--- config.mk ---
export PLATFORM = sky130hd
export DESIGN_NAME = telemetry_frame_stuffer_top
export DESIGN_NICKNAME = d
export VERILOG_FILES = /design/src/rtl/tfs_pkg.sv /design/src/rtl/tfs_front.sv /design/src/rtl/tfs_queue.sv /design/src/rtl/tfs_back.sv /design/src/rtl/telemetry_frame_stuffer_top.sv
export SDC_FILE = /design/constraint.sdc
export NUM_CORES = 1
export LEC_CHECK = 0
export ABC_AREA = 1
export ABC_CLOCK_PERIOD_IN_PS = 6400
export BUFFER_PORTS_ARGS = -buffer_cell sky130_fd_sc_hd__buf_4
export CORE_MARGIN = 1
export CORE_UTILIZATION = 55
export DETAILED_ROUTE_END_ITERATION = 8
export PLACE_DENSITY = 0.71
export REMOVE_ABC_BUFFERS = 1
export SLEW_MARGIN = 20
export SYNTH_ARGS = -nofsm -noshare
export SYNTH_HDL_FRONTEND = slang
export SYNTH_SLANG_ARGS = --single-unit
export TNS_END_PERCENT = 1
--- constraint.sdc ---
create_clock -name i_clk -period 6.4 [get_ports i_clk]
set_input_delay 0.32 -clock i_clk [delete_from_list [all_inputs] [get_ports i_clk]]
set_output_delay 0.32 -clock i_clk [all_outputs]
set_load 0.01 [all_outputs]
--- src/rtl/tfs_pkg.sv ---
`default_nettype none
// ----------------------------------------------------------------------------
// tfs_pkg
// Shared types, codes and helpers for the telemetry frame stuffer.
// ----------------------------------------------------------------------------
package tfs_pkg;

    // request mode codes
    localparam logic [1:0] MODE_HEADER = 2'd0;
    localparam logic [1:0] MODE_DATA   = 2'd1;
    localparam logic [1:0] MODE_EMPTY  = 2'd2;
    localparam logic [1:0] MODE_UNUSED = 2'd3;

    // line bytes
    localparam logic [7:0] START_BYTE    = 8'h7E;
    localparam logic [7:0] ESCAPE_BYTE   = 8'h7D;
    localparam logic [7:0] ESC_OF_START  = 8'h5E;
    localparam logic [7:0] ESC_OF_ESCAPE = 8'h5D;
    localparam logic [7:0] CSUM_BASE     = 8'hFF;
    localparam logic [7:0] ZERO_BYTE     = 8'h00;

    localparam logic [7:0] FRAME_TYPE_RESET = 8'h10;

    // seven frame bytes plus checksum; a header uses the first two slots
    localparam int FRAME_BYTES = 8;
    localparam int HEADER_BYTES = 2;
    localparam int IDX_W = $clog2(FRAME_BYTES);
    // raw sum of seven bytes fits in 11 bits
    localparam int SUM_W = 11;

    localparam int QUEUE_DEPTH = 2;

    // one classified request
    typedef struct packed {
        logic                         hdr;
        logic [FRAME_BYTES-1:0][7:0]  bytes;
    } t_entry;

    // queue status towards the front end
    typedef struct packed {
        logic full;
        logic empty;
    } t_q_stat;

    // end-around-carry fold of a raw sum, returned as the checksum byte
    function automatic logic [7:0] csum_byte(input logic [SUM_W-1:0] t);
        logic [8:0] f1;
        logic [8:0] f2;
        f1 = {1'b0, t[7:0]} + {6'b0, t[SUM_W-1:8]};
        f2 = {1'b0, f1[7:0]} + {8'b0, f1[8]};
        return CSUM_BASE - f2[7:0];
    endfunction

endpackage
`default_nettype wire

--- src/rtl/tfs_front.sv ---
`default_nettype none
// ----------------------------------------------------------------------------
// tfs_front
// Accepts requests, builds the raw frame bytes and checksum, feeds the queue.
// ----------------------------------------------------------------------------
module tfs_front (
    input  wire logic                i_clk,
    input  wire logic                i_rst_n,
    input  wire logic                i_cfg_we,
    input  wire logic [7:0]          i_cfg_data,
    input  wire logic                i_valid,
    output logic                     o_stall,
    input  wire logic [1:0]          i_mode,
    input  wire logic [7:0]          i_sensor_id,
    input  wire logic [15:0]         i_data_type_id,
    input  wire logic [31:0]         i_data_value,
    input  wire tfs_pkg::t_q_stat    i_q_stat,
    output logic                     o_push,
    output tfs_pkg::t_entry          o_entry
);

    logic [7:0]                  r_frame_type;
    logic                        r_valid;
    logic                        r_hdr;
    logic [6:0][7:0]             r_bytes;
    logic [tfs_pkg::SUM_W-1:0]   r_sum;

    logic                        accept;
    logic [6:0][7:0]             n_bytes;
    logic [tfs_pkg::SUM_W-1:0]   n_sum;
    logic [31:0]                 val;

    // stage is free when empty or draining into the queue this cycle
    assign o_push  = r_valid && !i_q_stat.full;
    assign o_stall = r_valid && i_q_stat.full;
    assign accept  = i_valid && !o_stall;

    // classify and build raw bytes
    always_comb begin
        val = (i_mode == tfs_pkg::MODE_EMPTY) ? 32'd0 : i_data_value;
        n_bytes = '0;
        if (i_mode == tfs_pkg::MODE_HEADER) begin
            n_bytes[0] = tfs_pkg::START_BYTE;
            n_bytes[1] = i_sensor_id;
        end else begin
            n_bytes[0] = (i_mode == tfs_pkg::MODE_DATA) ? r_frame_type
                                                        : tfs_pkg::ZERO_BYTE;
            n_bytes[1] = i_data_type_id[7:0];
            n_bytes[2] = i_data_type_id[15:8];
            n_bytes[3] = val[7:0];
            n_bytes[4] = val[15:8];
            n_bytes[5] = val[23:16];
            n_bytes[6] = val[31:24];
        end
        n_sum = '0;
        for (int k = 0; k < 7; k++) begin
            n_sum = n_sum + {3'b0, n_bytes[k]};
        end
    end

    // frame type register and front stage control
    always_ff @(posedge i_clk) begin
        if (!i_rst_n) begin
            r_frame_type <= tfs_pkg::FRAME_TYPE_RESET;
            r_valid      <= 1'b0;
        end else begin
            if (i_cfg_we) begin
                r_frame_type <= i_cfg_data;
            end
            if (accept) begin
                r_valid <= (i_mode != tfs_pkg::MODE_UNUSED);
            end else if (o_push) begin
                r_valid <= 1'b0;
            end
        end
    end

    // payload of the front stage
    always_ff @(posedge i_clk) begin
        if (accept) begin
            r_hdr   <= (i_mode == tfs_pkg::MODE_HEADER);
            r_bytes <= n_bytes;
            r_sum   <= n_sum;
        end
    end

    // checksum folded on the way into the queue
    always_comb begin
        o_entry.hdr        = r_hdr;
        o_entry.bytes[6:0] = r_bytes;
        o_entry.bytes[7]   = tfs_pkg::csum_byte(r_sum);
    end

endmodule
`default_nettype wire

--- src/rtl/tfs_queue.sv ---
`default_nettype none
// ----------------------------------------------------------------------------
// tfs_queue
// Short FIFO of classified requests between front and back ends.
// ----------------------------------------------------------------------------
module tfs_queue #(
    parameter int DEPTH = tfs_pkg::QUEUE_DEPTH
) (
    input  wire logic              i_clk,
    input  wire logic              i_rst_n,
    input  wire logic              i_push,
    input  wire tfs_pkg::t_entry   i_entry,
    input  wire logic              i_pop,
    output tfs_pkg::t_entry        o_entry,
    output tfs_pkg::t_q_stat       o_stat
);

    localparam int PTR_W = (DEPTH > 1) ? $clog2(DEPTH) : 1;
    localparam int CNT_W = $clog2(DEPTH + 1);

    tfs_pkg::t_entry   r_mem [DEPTH];
    logic [PTR_W-1:0]  r_wr_ptr;
    logic [PTR_W-1:0]  r_rd_ptr;
    logic [CNT_W-1:0]  r_cnt;

    assign o_stat.full  = (r_cnt == CNT_W'(DEPTH));
    assign o_stat.empty = (r_cnt == '0);
    assign o_entry      = r_mem[r_rd_ptr];

    // storage
    always_ff @(posedge i_clk) begin
        if (i_push) begin
            r_mem[r_wr_ptr] <= i_entry;
        end
    end

    // pointers and fill count
    always_ff @(posedge i_clk) begin
        if (!i_rst_n) begin
            r_wr_ptr <= '0;
            r_rd_ptr <= '0;
            r_cnt    <= '0;
        end else begin
            if (i_push) begin
                r_wr_ptr <= (r_wr_ptr == PTR_W'(DEPTH - 1)) ? '0 : r_wr_ptr + 1'b1;
            end
            if (i_pop) begin
                r_rd_ptr <= (r_rd_ptr == PTR_W'(DEPTH - 1)) ? '0 : r_rd_ptr + 1'b1;
            end
            if (i_push && !i_pop) begin
                r_cnt <= r_cnt + 1'b1;
            end else if (i_pop && !i_push) begin
                r_cnt <= r_cnt - 1'b1;
            end
        end
    end

endmodule
`default_nettype wire

--- src/rtl/tfs_back.sv ---
`default_nettype none
// ----------------------------------------------------------------------------
// tfs_back
// Walks the head request byte by byte, escapes frame bytes, drives output.
// ----------------------------------------------------------------------------
module tfs_back (
    input  wire logic              i_clk,
    input  wire logic              i_rst_n,
    input  wire tfs_pkg::t_entry   i_head,
    input  wire logic              i_head_valid,
    output logic                   o_pop,
    output logic                   o_valid,
    input  wire logic              i_stall,
    output logic [7:0]             o_out_byte,
    output logic                   o_last_byte
);

    logic [tfs_pkg::IDX_W-1:0]  r_idx;
    logic                       r_esc;
    logic                       r_out_valid;
    logic [7:0]                 r_out_byte;
    logic                       r_out_last;

    logic                       advance;
    logic [7:0]                 cur;
    logic                       special;
    logic                       done_byte;
    logic                       is_last;
    logic [tfs_pkg::IDX_W-1:0]  last_idx;
    logic [7:0]                 n_out_byte;

    assign advance = i_head_valid && (!r_out_valid || !i_stall);

    // next line byte
    always_comb begin
        cur      = i_head.bytes[r_idx];
        special  = !i_head.hdr &&
                   (cur == tfs_pkg::START_BYTE || cur == tfs_pkg::ESCAPE_BYTE);
        last_idx = i_head.hdr ? tfs_pkg::IDX_W'(tfs_pkg::HEADER_BYTES - 1)
                              : tfs_pkg::IDX_W'(tfs_pkg::FRAME_BYTES - 1);
        if (special && !r_esc) begin
            n_out_byte = tfs_pkg::ESCAPE_BYTE;
            done_byte  = 1'b0;
        end else if (r_esc) begin
            n_out_byte = (cur == tfs_pkg::START_BYTE) ? tfs_pkg::ESC_OF_START
                                                      : tfs_pkg::ESC_OF_ESCAPE;
            done_byte  = 1'b1;
        end else begin
            n_out_byte = cur;
            done_byte  = 1'b1;
        end
        is_last = done_byte && (r_idx == last_idx);
    end

    assign o_pop = advance && is_last;

    // byte walker and output register
    always_ff @(posedge i_clk) begin
        if (!i_rst_n) begin
            r_idx       <= '0;
            r_esc       <= 1'b0;
            r_out_valid <= 1'b0;
        end else if (advance) begin
            r_out_valid <= 1'b1;
            if (done_byte) begin
                r_esc <= 1'b0;
                r_idx <= is_last ? '0 : r_idx + 1'b1;
            end else begin
                r_esc <= 1'b1;
            end
        end else if (!i_stall) begin
            r_out_valid <= 1'b0;
        end
    end

    // output payload
    always_ff @(posedge i_clk) begin
        if (advance) begin
            r_out_byte <= n_out_byte;
            r_out_last <= is_last;
        end
    end

    assign o_valid     = r_out_valid;
    assign o_out_byte  = r_out_byte;
    assign o_last_byte = r_out_last;

endmodule
`default_nettype wire

--- src/rtl/telemetry_frame_stuffer_top.sv ---
`default_nettype none
// ----------------------------------------------------------------------------
// telemetry_frame_stuffer_top
// Turns telemetry requests into escaped serial frame bytes, last byte marked.
// ----------------------------------------------------------------------------
//  channel   direction  handshake              payload
//  request   in         i_valid / o_stall      i_mode, i_sensor_id,
//                                              i_data_type_id, i_data_value
//  bytes     out        o_valid / i_stall      o_out_byte, o_last_byte
//  config    in         i_cfg_we               i_cfg_data (frame type)
//
//  One byte leaves per cycle while a request is queued and i_stall is low;
//  a header is 2 bytes, a data or empty frame 8 to 16, set by the byte walker
//  in the back end. A taken request reaches valid output by way of the front
//  stage register, then the queue write, then the output register.
//  Reset is synchronous, active low; no clearing pass is needed.
//  Front and back stall independently through a QDEPTH-deep request queue.
// ----------------------------------------------------------------------------
module telemetry_frame_stuffer_top #(
    parameter int QDEPTH = tfs_pkg::QUEUE_DEPTH
) (
    input  wire logic         i_clk,
    input  wire logic         i_rst_n,
    input  wire logic         i_cfg_we,
    input  wire logic [7:0]   i_cfg_data,
    input  wire logic         i_valid,
    output logic              o_stall,
    input  wire logic [1:0]   i_mode,
    input  wire logic [7:0]   i_sensor_id,
    input  wire logic [15:0]  i_data_type_id,
    input  wire logic [31:0]  i_data_value,
    output logic              o_valid,
    input  wire logic         i_stall,
    output logic [7:0]        o_out_byte,
    output logic              o_last_byte
);

    tfs_pkg::t_q_stat  q_stat;
    tfs_pkg::t_entry   push_entry;
    tfs_pkg::t_entry   head_entry;
    logic              q_push;
    logic              q_pop;

    // front end: accept and classify
    tfs_front u_front (
        .i_clk          (i_clk),
        .i_rst_n        (i_rst_n),
        .i_cfg_we       (i_cfg_we),
        .i_cfg_data     (i_cfg_data),
        .i_valid        (i_valid),
        .o_stall        (o_stall),
        .i_mode         (i_mode),
        .i_sensor_id    (i_sensor_id),
        .i_data_type_id (i_data_type_id),
        .i_data_value   (i_data_value),
        .i_q_stat       (q_stat),
        .o_push         (q_push),
        .o_entry        (push_entry)
    );

    // request queue
    tfs_queue #(
        .DEPTH (QDEPTH)
    ) u_queue (
        .i_clk   (i_clk),
        .i_rst_n (i_rst_n),
        .i_push  (q_push),
        .i_entry (push_entry),
        .i_pop   (q_pop),
        .o_entry (head_entry),
        .o_stat  (q_stat)
    );

    // back end: escape and emit
    tfs_back u_back (
        .i_clk        (i_clk),
        .i_rst_n      (i_rst_n),
        .i_head       (head_entry),
        .i_head_valid (!q_stat.empty),
        .o_pop        (q_pop),
        .o_valid      (o_valid),
        .i_stall      (i_stall),
        .o_out_byte   (o_out_byte),
        .o_last_byte  (o_last_byte)
    );

`ifndef SYNTHESIS
    // queue never written when full
    a_no_overflow: assert property (@(posedge i_clk) disable iff (!i_rst_n)
        q_push |-> !q_stat.full)
        else $error("request queue overflow");

    // queue never read when empty
    a_no_underflow: assert property (@(posedge i_clk) disable iff (!i_rst_n)
        q_pop |-> !q_stat.empty)
        else $error("request queue underflow");

    // input side only stalls on a full queue
    a_stall_cause: assert property (@(posedge i_clk) disable iff (!i_rst_n)
        o_stall |-> q_stat.full)
        else $error("input stalled with room in queue");

    // output idle after reset
    a_reset_idle: assert property (@(posedge i_clk)
        !i_rst_n |=> !o_valid)
        else $error("output valid after reset");
`endif

endmodule
`default_nettype wire
==> results.cfg <==
[status]
status = completed

[floorplanning]
die_h_um = 143
initial_core_util = 0.562
fp.dieArea_um2 = 20500
fp.dieW_um = 143
io_pins = 82
coreArea_um2 = 19500
num_rows = 51

[cts]
clockBufferDepth = 3
cts_sinks = 226
postCtsSetupRepairBufs = 0
hold_buffers = 0
path_clk_slew_ns = 0.06
numCtsBuffers = 24
h-tree-depth = 1
cts_resized = 0
cts_tree = done
clockRootBuffer = clkbuf_16
worstSkewPairLatency_ns = 0.52

[drt]
first_pass_iters = 5
drtAntennaViolNets = 0
drtIter0Drc = 522
wl_um = 23200
routedWlPerCell_um = 16.3
vias = 7251
viasPerCell = 5.08
drc = 0

[timing]
max_freq_ghz = 0.205
fin_crit_ns = 4.88
fin_tns_setup_ns = 0
whs_ns = 0.0192
max_slew.worst_pin.slew_ns = 0.975
drv_slew = 0
finalCritPeriodShare = 0.762
skew_ns = 0.0170
rsz0062_at_grt = no
hold_viol = 0
setup_viol = 0
slew_headroom = 0.350

[pwr]
power.total_mw = 4.42
vdd_ir_drop_max_v = 0.000242
p_leak_nw = 5.69
p_per_area_nw_per_um2 = 351

[worst_setup_path]
path_cells = buf_4 -> nor2_4 -> inv_2 -> buf_4 -> nand2_1 -> nand2_1 -> fa_1 -> nand3_1 -> nand2_1 -> xor2_1 -> fa_1 -> inv_1 -> fa_1 -> fa_1 -> inv_1 -> ha_1 -> a21oi_1 -> nand2_1 -> a21o_1 -> a21oi_1 -> nor2_1 -> o21ai_0 -> nand2_1 -> xor2_1
cp-end-kind = register
crit_type = in2reg
cp_max_fo = 20
worstPathRequired_ns = 6.66
cp_slowest_cell = fa_1
cp_common_cell = nand2_1
cp-start-kind = input pin
worstPathArrival_ns = 5.14
slowest_delay_ns = 0.54

[global_routing]
antenna_found_initial = 0
grt_pass1_vias = 7057
overflow = 0
grt_max_degree = 69
grt_pass1_wl_um = 36400
grt_use_total = 0.239

[finish]
area_growth_pct = 14.7
nFillCells = 1587
stdcell_count = 1427
antenna_cells = 0
layout-drive-gt1-share = 0.121
fin_nets = 1276

[place]
dp_cells = 1385
io_buffers = 81
gp_congestion = 0.843
hpwlAfterDp_um = 15000

[logic_synthesis]
yosysTopAreaCellShare = 0.566
synthArstFlopShare = 0
syn_area_um2 = 11000
ys.warnings.count = 0
synth-seq-area-share = 0.601
synth.area.top_cells = edfxtp_1 57%, nand2_1 8.7%, inv_1 6.6%, fa_1 6.2%, nand3_1 3.5%
ys_ff_latch = 226
synth_ff_type = edfxtp_1
syn_inst = 1064
synth.avg_cell_area_um2 = 10.3
synth_cell_types = 38
synth_edf_count = 207
synth_top_cell_by_area = edfxtp_1

[hold_path]
hp-class = in2reg

[job]
drv_cap = 0
==> metal layers <==
layer,global-route usage,vias to the layer above,part of all wire
li1,-,3561,-
met1,0.310,3454,0.42
met2,0.414,188,0.49
met3,0.0377,48,0.054
met4,0.0756,0,0.029
met5,0,-,0
==> through the flow <==
step                      worst slack, ns  area (um2)   util
final                                1.52       12600  0.645
after global placement               1.19       11800  0.604
after CTS                            1.50       12600  0.645
after global routing                 1.15       12600  0.645
after floorplan                      1.34       10800      -
after detailed placement            0.988       11800  0.604
==> cell usage in the layout (no fill, tap or decap), drive strengths merged, types with 5 or more instances in the layout <==
cell      n
nand2   257
edfxtp  207
inv     198
nor2    103
buf      88
nand3    78
o21ai    41
fa       34
clkbuf   30
a21oi    26
ha       25
dfxtp    19
xor2     17
clkinv   10
xnor2     8
nand4     5
==> sequential cells by signal, indices dropped and copies added, names as in the netlist, 2 cells and up, named ones only <==
| name | count |
|---|---|
| u_queue.r_cnt | 2 |
| u_back.r_idx | 3 |
| u_front.o_entry | 56 |
| u_back.o_out_byte | 8 |
| u_front.r_sum | 11 |
| u_front.r_frame_type | 8 |
| u_queue.r_mem | 130 |
==> worst max-delay path: cells and delay by family <==
family / cells / cell delay (ns)
AOI/OAI and AO/OA: 4 / 0.69
adders and majority gates: 5 / 2.31
buffers and inverters: 5 / 0.69
xor gates and xnor gates: 2 / 0.33
and+or+nand+nor: 8 / 0.76
==> report_power, final <==
part           internal (mW)  total [mW]  switching (mW)
clock network          0.836        1.40           0.560
logic                  0.432        1.13           0.695
registers               1.84        1.89          0.0547
total                   3.11        4.42            1.31
==> cell families (layout without fill, tap and decap cells) <==
logic type      after synthesis  count (layout)  synth area share
compound gates               72              72            0.0352
fa+ha+maj                    59              59            0.0905
simple gates                450             450             0.168
xor+xnor                     25              25            0.0199
flops                       226             226             0.601
buf+inv                     232             330            0.0857
==> layout make-up <==
type | count | area, um2 | area share
Tap cell | 265 | 332 | 0.0263
Clock buffer | 30 | 644 | 0.0512
Sequential cell | 226 | 6600 | 0.524
Timing Repair Buffer | 88 | 661 | 0.0525
Clock inverter | 12 | 148 | 0.0117
Inverter | 200 | 753 | 0.0598
Multi-Input combinational cell | 606 | 3460 | 0.275
==> Yosys cell counts, types with 2 or more instances <==
| library cell | instances |
|---|---|
| nand2_1 | 255 |
| edfxtp_1 | 207 |
| inv_1 | 194 |
| nor2_1 | 100 |
| nand3_1 | 77 |
| fa_1 | 34 |
| o21ai_0 | 32 |
| ha_1 | 25 |
| a21oi_1 | 24 |
| dfxtp_1 | 19 |
| xor2_1 | 17 |
| buf_2 | 14 |
| o21ai_1 | 9 |
| xnor2_1 | 8 |
| clkbuf_1 | 7 |
| buf_6 | 5 |
| nand4_1 | 5 |
| buf_4 | 3 |
| clkinv_1 | 3 |
| nor3_1 | 3 |
| a21o_1 | 2 |
| buf_1 | 2 |
| inv_2 | 2 |
| nand2_2 | 2 |
| nor2_2 | 2 |
==> worst paths after layout <==
path,start,end,slack [ns],cells after the start
min,i_cfg_data[4],u_front.r_frame_type[4],0.02,3
max reg2reg,u_front.r_frame_type[0],u_front.r_sum[9],1.59,21
min reg2reg,u_front.o_entry[43],u_queue.r_mem[0][43],0.44,0
max,i_mode[1],u_front.r_sum[9],1.52,24
No activity file was read; power rests on OpenSTA's default activity.
